`src/rtl/core/wat_pkg.sv`:
```
package wat_pkg;

  // Item operation codes
  typedef enum logic [2:0] {
    OP_SAMPLE    = 3'd0,
    OP_CLR_SLEEP = 3'd1,
    OP_CLR_SED   = 3'd2,
    OP_CLR_STILL = 3'd3,
    OP_RESET     = 3'd4
  } op_e;

  // Configuration register indexes
  localparam int unsigned CfgIdxW = 2;
  localparam int unsigned CfgDataW = 10;
  localparam logic [CfgIdxW-1:0] REG_SCENE_ENABLE     = 2'd0;
  localparam logic [CfgIdxW-1:0] REG_STANDSTILL_LIMIT = 2'd1;
  localparam logic [CfgIdxW-1:0] REG_SLEEP_DEADBAND   = 2'd2;

  // Scene enable bits
  localparam int unsigned SceneSleep = 0;
  localparam int unsigned SceneSed   = 1;
  localparam int unsigned SceneStill = 2;

  // Reset values and limits
  localparam logic [9:0]  LimitRst    = 10'd10;
  localparam logic [7:0]  DeadbandRst = 8'd2;
  localparam logic [5:0]  SecPerMin   = 6'd60;
  localparam logic [10:0] SedCap      = 11'd1440;
  localparam logic [14:0] StillCap    = 15'd18720;
  localparam logic [9:0]  MotionMax   = 10'd765;
  localparam logic [15:0] SleepSat    = 16'hffff;
  localparam logic [31:0] SedSat      = 32'hffff_ffff;

  // Reduced axis sample: signed top byte
  typedef logic signed [7:0] axis_t;

  // Control from the top level to the sleep tracker
  typedef struct packed {
    logic run;
    logic clear;
  } sleep_ctrl_t;

  // Absolute difference of two reduced samples
  function automatic logic [7:0] absdiff8(axis_t a, axis_t b);
    logic signed [8:0] d;
    logic signed [8:0] m;
    d = {a[7], a} - {b[7], b};
    m = d[8] ? -d : d;
    return m[7:0];
  endfunction

endpackage

```
`src/rtl/core/wat_sleep.sv`:
```
module wat_sleep import wat_pkg::*; (
  input  logic             clk_i,
  input  logic             rst_ni,
  input  sleep_ctrl_t      ctrl_i,
  input  axis_t [2:0]      axis_i,
  input  logic [7:0]       deadband_i,
  output logic [15:0]      sleep_total_o
);

  logic        smooth_primed_q, smooth_primed_d;
  logic        sleep_primed_q, sleep_primed_d;
  axis_t [2:0] smooth_prev_q, smooth_prev_d;
  axis_t [2:0] sleep_old_q, sleep_old_d;
  logic [15:0] sleep_acc_q, sleep_acc_d;

  axis_t [2:0]       sm;
  logic [7:0]        diff [3];
  logic [9:0]        change;
  logic [16:0]       acc_sum;
  logic signed [8:0] pair_sum [3];
  logic signed [8:0] pair_adj [3];

  // Smooth each axis and sum the changes past the dead band
  always_comb begin
    change = '0;
    for (int i = 0; i < 3; i++) begin
      pair_sum[i] = {smooth_prev_q[i][7], smooth_prev_q[i]} + {axis_i[i][7], axis_i[i]};
      // round toward zero before halving
      pair_adj[i] = pair_sum[i] + {8'd0, pair_sum[i][8]};
      sm[i] = pair_adj[i][8:1];
      diff[i] = sleep_primed_q ? absdiff8(sm[i], sleep_old_q[i]) : 8'd0;
      if (diff[i] >= deadband_i) begin
        change = change + {2'd0, diff[i]};
      end
    end
    acc_sum = {1'b0, sleep_acc_q} + {7'd0, change};
  end

  // Advance the smoothing state and the saturating accumulator
  always_comb begin
    smooth_primed_d = smooth_primed_q;
    sleep_primed_d  = sleep_primed_q;
    smooth_prev_d   = smooth_prev_q;
    sleep_old_d     = sleep_old_q;
    sleep_acc_d     = sleep_acc_q;
    if (ctrl_i.clear) begin
      sleep_acc_d = '0;
    end else if (ctrl_i.run) begin
      if (!smooth_primed_q) begin
        smooth_prev_d   = axis_i;
        smooth_primed_d = 1'b1;
      end else begin
        smooth_prev_d  = sm;
        sleep_old_d    = sm;
        sleep_primed_d = 1'b1;
        sleep_acc_d    = acc_sum[16] ? SleepSat : acc_sum[15:0];
      end
    end
  end

  always_ff @(posedge clk_i or negedge rst_ni) begin
    if (!rst_ni) begin
      smooth_primed_q <= 1'b0;
      sleep_primed_q  <= 1'b0;
      smooth_prev_q   <= '0;
      sleep_old_q     <= '0;
      sleep_acc_q     <= '0;
    end else begin
      smooth_primed_q <= smooth_primed_d;
      sleep_primed_q  <= sleep_primed_d;
      smooth_prev_q   <= smooth_prev_d;
      sleep_old_q     <= sleep_old_d;
      sleep_acc_q     <= sleep_acc_d;
    end
  end

  assign sleep_total_o = sleep_acc_q;

endmodule

```
`src/rtl/core/wearable_activity_tracker_unit.sv`:
```
// Activity tracker for one accelerometer sample per second.
// Input channel (in_valid_i / in_stall_o) carries an op code, three raw
// axis samples and the pedometer step total. Output channel (out_valid_o /
// out_stall_i) returns one result item per input item: the last motion
// value, sleep total, sedentary total and minutes, and standstill minutes,
// all as they stand after the op has been applied.
// An input register holds the item, one pass of logic updates the tracker
// state, and that state register is the result register.
// Throughput: one item per cycle while the output is not stalled.
// When the receiver stalls, the result holds, the input register still
// takes one more item, and in_stall_o rises only once both stages are full.
// Configuration writes (cfg_valid_i / cfg_ready_o) are always taken; an
// index past the register list is ignored.
// Reset clears all tracker state, loads the register reset values and
// empties both stages; the first sample after reset only loads history.
module wearable_activity_tracker_unit import wat_pkg::*; (
  input  logic                clk_i,
  input  logic                rst_ni,
  // input items
  input  logic                in_valid_i,
  output logic                in_stall_o,
  input  logic [2:0]          op_i,
  input  logic signed [15:0]  accel_x_i,
  input  logic signed [15:0]  accel_y_i,
  input  logic signed [15:0]  accel_z_i,
  input  logic [31:0]         step_count_i,
  // result items
  output logic                out_valid_o,
  input  logic                out_stall_i,
  output logic [9:0]          motion_o,
  output logic [15:0]         sleep_total_o,
  output logic [31:0]         sedentary_total_o,
  output logic [10:0]         sedentary_minutes_o,
  output logic [14:0]         standstill_minutes_o,
  // configuration writes
  input  logic                cfg_valid_i,
  output logic                cfg_ready_o,
  input  logic [CfgIdxW-1:0]  cfg_index_i,
  input  logic [CfgDataW-1:0] cfg_data_i
);

  // Configuration registers
  logic [2:0] scene_enable_q, scene_enable_d;
  logic [9:0] standstill_limit_q;
  logic [7:0] sleep_deadband_q;

  // Input stage
  logic        in_valid_q;
  logic [2:0]  op_q;
  axis_t [2:0] axis_q;
  logic [31:0] steps_q;

  // Tracker state
  logic        first_pending_q, first_pending_d;
  axis_t [2:0] prev_axis_q, prev_axis_d;
  logic [31:0] prev_steps_q, prev_steps_d;
  logic [9:0]  motion_q, motion_d;
  logic [31:0] sed_acc_q, sed_acc_d;
  logic [5:0]  sed_seconds_q, sed_seconds_d;
  logic [10:0] sed_minutes_q, sed_minutes_d;
  logic [5:0]  still_seconds_q, still_seconds_d;
  logic [14:0] still_minutes_q, still_minutes_d;
  logic        out_valid_q;

  logic        in_accept;
  logic        advance;
  logic        run;
  logic [9:0]  m;
  logic [32:0] sed_sum;
  logic [5:0]  sed_sec_inc;
  logic [5:0]  still_sec_inc;
  sleep_ctrl_t sleep_ctrl;

  // Handshakes: the input stage moves on when the result slot is free
  assign advance     = in_valid_q && (!out_valid_q || !out_stall_i);
  assign in_stall_o  = in_valid_q && !advance;
  assign in_accept   = in_valid_i && !in_stall_o;
  assign cfg_ready_o = 1'b1;

  // Capture the item, reducing each axis to its top byte
  always_ff @(posedge clk_i or negedge rst_ni) begin
    if (!rst_ni) begin
      in_valid_q <= 1'b0;
    end else begin
      in_valid_q <= in_accept || (in_valid_q && !advance);
    end
  end

  always_ff @(posedge clk_i) begin
    if (in_accept) begin
      op_q      <= op_i;
      axis_q[0] <= accel_x_i[15:8];
      axis_q[1] <= accel_y_i[15:8];
      axis_q[2] <= accel_z_i[15:8];
      steps_q   <= step_count_i;
    end
  end

  // Motion against the previous reduced sample
  always_comb begin
    m = '0;
    for (int i = 0; i < 3; i++) begin
      m = m + {2'd0, absdiff8(prev_axis_q[i], axis_q[i])};
    end
  end

  assign run           = advance && (op_q == OP_SAMPLE) && !first_pending_q;
  assign sed_sum       = {1'b0, sed_acc_q} + {23'd0, m};
  assign sed_sec_inc   = sed_seconds_q + 6'd1;
  assign still_sec_inc = still_seconds_q + 6'd1;

  // Sleep tracker control
  assign sleep_ctrl.run   = run && scene_enable_q[SceneSleep];
  assign sleep_ctrl.clear = advance && ((op_q == OP_CLR_SLEEP) || (op_q == OP_RESET));

  wat_sleep u_sleep (
    .clk_i         (clk_i),
    .rst_ni        (rst_ni),
    .ctrl_i        (sleep_ctrl),
    .axis_i        (axis_q),
    .deadband_i    (sleep_deadband_q),
    .sleep_total_o (sleep_total_o)
  );

  // Next tracker state for the item in the input stage
  always_comb begin
    first_pending_d = first_pending_q;
    prev_axis_d     = prev_axis_q;
    prev_steps_d    = prev_steps_q;
    motion_d        = motion_q;
    sed_acc_d       = sed_acc_q;
    sed_seconds_d   = sed_seconds_q;
    sed_minutes_d   = sed_minutes_q;
    still_seconds_d = still_seconds_q;
    still_minutes_d = still_minutes_q;
    scene_enable_d  = scene_enable_q;
    if (advance) begin
      case (op_q)
        OP_SAMPLE: begin
          first_pending_d = 1'b0;
          prev_axis_d     = axis_q;
          prev_steps_d    = steps_q;
          if (!first_pending_q) begin
            motion_d = m;
            // sedentary: stillness of the step total
            if (scene_enable_q[SceneSed]) begin
              if (steps_q != prev_steps_q) begin
                sed_acc_d     = '0;
                sed_seconds_d = '0;
                sed_minutes_d = '0;
              end else begin
                sed_acc_d = sed_sum[32] ? SedSat : sed_sum[31:0];
                if (sed_sec_inc >= SecPerMin) begin
                  sed_seconds_d = '0;
                  if (sed_minutes_q < SedCap) begin
                    sed_minutes_d = sed_minutes_q + 11'd1;
                  end
                end else begin
                  sed_seconds_d = sed_sec_inc;
                end
              end
            end
            // standstill: motion under the limit
            if (scene_enable_q[SceneStill]) begin
              if (m < standstill_limit_q) begin
                if (still_sec_inc >= SecPerMin) begin
                  still_seconds_d = '0;
                  if (still_minutes_q < StillCap) begin
                    still_minutes_d = still_minutes_q + 15'd1;
                  end
                end else begin
                  still_seconds_d = still_sec_inc;
                end
              end else begin
                still_seconds_d = '0;
                still_minutes_d = '0;
              end
            end
          end
        end
        OP_CLR_SED: begin
          sed_acc_d     = '0;
          sed_seconds_d = '0;
          sed_minutes_d = '0;
        end
        OP_CLR_STILL: begin
          still_seconds_d = '0;
          still_minutes_d = '0;
        end
        OP_RESET: begin
          first_pending_d = 1'b1;
          prev_axis_d     = '0;
          prev_steps_d    = '0;
          motion_d        = '0;
          sed_acc_d       = '0;
          sed_seconds_d   = '0;
          sed_minutes_d   = '0;
          still_seconds_d = '0;
          still_minutes_d = '0;
          scene_enable_d  = '0;
        end
        default: begin
          // sleep clear is handled in the sleep tracker; others do nothing
        end
      endcase
    end
  end

  // Tracker state doubles as the result register
  always_ff @(posedge clk_i or negedge rst_ni) begin
    if (!rst_ni) begin
      first_pending_q <= 1'b1;
      prev_axis_q     <= '0;
      prev_steps_q    <= '0;
      motion_q        <= '0;
      sed_acc_q       <= '0;
      sed_seconds_q   <= '0;
      sed_minutes_q   <= '0;
      still_seconds_q <= '0;
      still_minutes_q <= '0;
      out_valid_q     <= 1'b0;
    end else begin
      first_pending_q <= first_pending_d;
      prev_axis_q     <= prev_axis_d;
      prev_steps_q    <= prev_steps_d;
      motion_q        <= motion_d;
      sed_acc_q       <= sed_acc_d;
      sed_seconds_q   <= sed_seconds_d;
      sed_minutes_q   <= sed_minutes_d;
      still_seconds_q <= still_seconds_d;
      still_minutes_q <= still_minutes_d;
      if (advance) begin
        out_valid_q <= 1'b1;
      end else if (!out_stall_i) begin
        out_valid_q <= 1'b0;
      end
    end
  end

  // Configuration registers; the reset op also drops scene_enable
  always_ff @(posedge clk_i or negedge rst_ni) begin
    if (!rst_ni) begin
      scene_enable_q     <= '0;
      standstill_limit_q <= LimitRst;
      sleep_deadband_q   <= DeadbandRst;
    end else if (cfg_valid_i && cfg_ready_o) begin
      unique case (cfg_index_i)
        REG_SCENE_ENABLE:     scene_enable_q     <= cfg_data_i[2:0];
        REG_STANDSTILL_LIMIT: standstill_limit_q <= cfg_data_i[9:0];
        REG_SLEEP_DEADBAND:   sleep_deadband_q   <= cfg_data_i[7:0];
        default: begin
          // no register at this index
        end
      endcase
    end else begin
      scene_enable_q <= scene_enable_d;
    end
  end

  assign out_valid_o          = out_valid_q;
  assign motion_o             = motion_q;
  assign sedentary_total_o    = sed_acc_q;
  assign sedentary_minutes_o  = sed_minutes_q;
  assign standstill_minutes_o = still_minutes_q;

endmodule

```
`config.mk`:
```
export PLATFORM = sky130hd
export DESIGN_NAME = wearable_activity_tracker_unit
export DESIGN_NICKNAME = d
export VERILOG_FILES = /design/src/rtl/core/wat_pkg.sv /design/src/rtl/core/wat_sleep.sv /design/src/rtl/core/wearable_activity_tracker_unit.sv
export SDC_FILE = /design/constraint.sdc
export NUM_CORES = 1
export LEC_CHECK = 0
export ABC_AREA = 1
export BUFFER_PORTS_ARGS = -buffer_cell sky130_fd_sc_hd__buf_4
export CAP_MARGIN = 20
export CORE_UTILIZATION = 40
export DETAILED_ROUTE_END_ITERATION = 10
export PLACE_DENSITY = 0.55
export SYNTH_ARGS = -nofsm -noshare
export SYNTH_HDL_FRONTEND = slang
export SYNTH_HIERARCHICAL = 1
export SYNTH_SLANG_ARGS = --single-unit
```
`constraint.sdc`:
```
create_clock -name clk_i -period 10.4 [get_ports clk_i]
set_clock_uncertainty 0.2 [all_clocks]
set_input_delay 1.04 -clock clk_i [delete_from_list [all_inputs] [get_ports clk_i]]
set_output_delay 1.04 -clock clk_i [all_outputs]
set_load 0.02 [all_outputs]
```
==> out/results.tsv <==
stage	metric	value	unit
setup_path	Crit Path Class	register to register	
yosys	commonest register cell after synthesis	dfrtp_1	
place	Area after DPL	22700	sq um
sta	crit path time final	9500	ps
yosys	async set-reset flop share out of synthesis	79.3	%
yosys	top post-synthesis cells by area	dfrtp_1 (27%), nand2_1 (15%), ha_1 (9.7%)	
detailed_routing	drt wl/cell	14.7	um
detailed_routing	WL final	54.1	mm
setup_path	CP endpoint kind	register	
setup_path	delay of the slowest critical-path stage	410	ps
place	GP Congestion	0.880	
yosys	count leader, synth	nand2_1	
die	Die Wd	230	um
place	buffers added on ports	161	
run_status	status	finished, final reports clean	
global_route	met3 Usage GRT	3.34	%
yosys	Cell Area, Synth	20800	sq um
place	half-perimeter wire length after placement	40.7	mm
setup_path	Crit path depth	59	
yosys	Post-synth EDFFs	59	
setup_path	Worst setup SP type	register	
layout	post-route cell area	24000	sq um
run	MaxCap Viol Count	0	
yosys	area leader, netlist	dfrtp_1	
layout	share of layout cells above drive strength 1	10.7	%
worst_hold_path	Hold/Removal Path Class	register to register	
sta	max_slew headroom	20.8	%
yosys	top cell type's share of synthesized area	26.7	%
clock_tree	clk sinks	285	
die	die footprint	53000	sq um
setup_path	critical path's top delay family	adder cells	
sta	Slew @ Worst Pin	1170	ps
global_route	global route hottest layer	met2	
layout	Syn-to-layout area delta	15.2	%
yosys	YS warnings	6	
setup_path	WP buf/inv	8	
yosys	Syn Inst Count	2813	
yosys	Post-Synth Adder-Cell Area	11.8	%
yosys	post-synthesis simple-gate area fraction	28.4	%
global_route	GRT Overall Usage	20.6	%
clock_tree	H-tree depth	2	
sta	Final Hold Fails	0	
clock_tree	Clk pin slew, worst setup/hold paths	60	ps
clock_tree	Clock Latency Late Sink	570	ps
detailed_routing	initial detailed-routing violation count	1126	
yosys	main combinational cell family by area after synthesis	simple AND/OR/NAND/NOR gates	
place	dpl ws	761	ps
setup_path	Worst path slowest cell	edfxtp_1	
yosys	sequential share of the synthesized area	35.7	%
sta	fin crit share	91.4	%
global_route	GR met1 Demand/Resource	27.7	%
sta	Final Slew Violations	0	
yosys	Synth Area in Compound Gates	10.7	%
yosys	Syn Nets	3096	
sta	setup TNS	0	ps
detailed_routing	# DRC	0	
yosys	top cells by count, synth	nand2_1 (859), inv_1 (414), dfrtp_1 (222), nand3_1 (187), ha_1 (161)	
sta	f_max	105	MHz
global_route	number of global-route vias before repair	17900	
die	Die Span Y	230	um
yosys	post-synthesis mux area share	0	%
yosys	flop and latch count out of synthesis	285	
setup_path	Worst Path Max Fanout	9	
clock_tree	CTS root buf	clkbuf_16	
global_route	initial antenna violation count	1	
detailed_routing	drt first pass iters	6	
sta	setup ws final	898	ps
setup_path	CP required	10640	ps
yosys	syn_area_per_cell	7.40	sq um
layout	fin nets	3256	
global_route	largest net degree at the start of global routing	91	
die	initial core utilization	40.5	%
clock_tree	Post-CTS Hold Buffers	0	
detailed_routing	post-route ant nets	0	
clock_tree	clock tree from TritonCTS	yes	
die	core footprint	51400	sq um
detailed_routing	vias per cell	4.99	
die	Top Ports	187	
sta	RSZ-0062 raised after global routing	false	
sta	final setup fails	0	
global_route	gr ovfl total	0	
clock_tree	Bufs on Longest Clock Path	3	
setup_path	critical path arrival	9740	ps
yosys	XOR/XNOR share of the synthesized area	4.58	%
global_route	first-pass GRT wire length	89.2	mm
detailed_routing	vias post-DR	18400	
die	# rows	83	
setup_path	Reg2Reg Depth	59	
layout	diode count	0	
setup_path	most used cell, CP	nand2_1	
clock_tree	CTS buffer count	36	
global_route	grt met2 use	34.2	%
yosys	Unique masters post-synth	62	
worst_hold_path	Hold Path Cell Cnt	2	
sequential cells by signal, indices dropped and copies added, names as in the netlist:
register	cells
standstill_limit_q	10
axis_q	24
motion_o	10
sedentary_minutes_o	11
prev_steps_q	32
out_valid_o	1
steps_q	32
op_q	3
first_pending_q	1
still_seconds_q	6
u_sleep/sleep_old_q	24
prev_axis_q	24
standstill_minutes_o	15
u_sleep/sleep_primed_q	1
sed_seconds_q	6
u_sleep/smooth_primed_q	1
u_sleep/sleep_total_o	16
in_valid_q	1
u_sleep/smooth_prev_q	24
sleep_deadband_q	8
sedentary_total_o	32
scene_enable_q	3
placed cells by master, fill, tap and decap left out, types with 13 or more instances in the layout:
| cell | n |
|---|---|
| a21oi_1 | 114 |
| a22oi_1 | 15 |
| buf_4 | 170 |
| clkbuf_16 | 36 |
| dfrtp_1 | 222 |
| edfxtp_1 | 59 |
| fa_1 | 22 |
| ha_1 | 161 |
| inv_1 | 412 |
| inv_2 | 13 |
| nand2_1 | 859 |
| nand3_1 | 187 |
| nand3b_1 | 22 |
| nand4_1 | 38 |
| nor2_1 | 156 |
| nor3_1 | 35 |
| o21ai_0 | 147 |
| o21ai_1 | 22 |
| o22ai_1 | 24 |
| or2_2 | 17 |
| xnor2_1 | 32 |
| xor2_1 | 74 |
kinds of logic (layout without fill, tap and decap cells):
group / after synthesis / count (layout)
DFF: 285 / 285
other: 1 / 1
buffers and inverters: 475 / 663
and+or+nand+nor: 1373 / 1373
xor gates and xnor gates: 108 / 108
adders and majority gates: 183 / 183
AOI/OAI and AO/OA: 388 / 388
stage by stage:
step	hold WS (ps)	util (%)	std cells
2_1_floorplan	248	-	2813
3_3_place_gp	266	44.2	3613
3_5_place_dp	273	44.2	3613
4_1_cts	285	46.6	3679
5_1_grt	309	46.7	3681
6_report	282	46.7	3681
final timing paths:
path	start	endpoint	slack (ps)
max in group asynchronous	rst_ni	u_sleep/sleep_total_o[0]$_DFFE_PN0P_	7370
worst min register to register	u_sleep/sleep_old_q[16]$_DFFE_PN0P_	u_sleep/sleep_old_q[16]$_DFFE_PN0P_	280
worst max-delay path	axis_q[0]$_DFFE_PP_	u_sleep/sleep_total_o[15]$_DFFE_PN0P_	900
worst min-delay path	u_sleep/sleep_old_q[16]$_DFFE_PN0P_	u_sleep/sleep_old_q[16]$_DFFE_PN0P_	280
worst max register to register	axis_q[0]$_DFFE_PP_	u_sleep/sleep_total_o[15]$_DFFE_PN0P_	900
min in group asynchronous	rst_ni	sedentary_total_o[30]$_DFFE_PN0P_	290
area by class of cell:
type | instances | area, sq um
Clock buffer | 55 | 1060
Clock inverter | 11 | 173
Fill cell | 5183 | 27400
Inverter | 426 | 1600
Multi-Input combinational cell | 2053 | 11600
Sequential cell | 285 | 7430
Tap cell | 680 | 851
Timing Repair Buffer | 171 | 1290
timing repair:
| action | CTS | global route |
|---|---|---|
| gates resized for setup | 0 | 3 |
| setup endpoints to repair | 0 | 14 |
| hold endpoints to repair | 0 | 0 |
| buffers inserted | 0 | 2 |
worst register-to-register path, delay by kind of cell, from the launching register on:
kind                     cells  cell delay (ps)
XOR/XNOR                     3              530
adder cells (fa/ha/maj)      9             2840
AND/OR/NAND/NOR             23             2490
AO/OA/AOI/OAI               16             2420
buffers and inverters        8              480
flip-flops                   1              410
layer usage:
metal  wire [um]  vias up
li1            -     9419
met1       25700     8505
met2       24700      382
met3        2530       74
met4        1120        2
met5          13        -
Power is not shown: default switching activity piles up to over one toggle a cycle in this logic, so the estimate is an artifact.
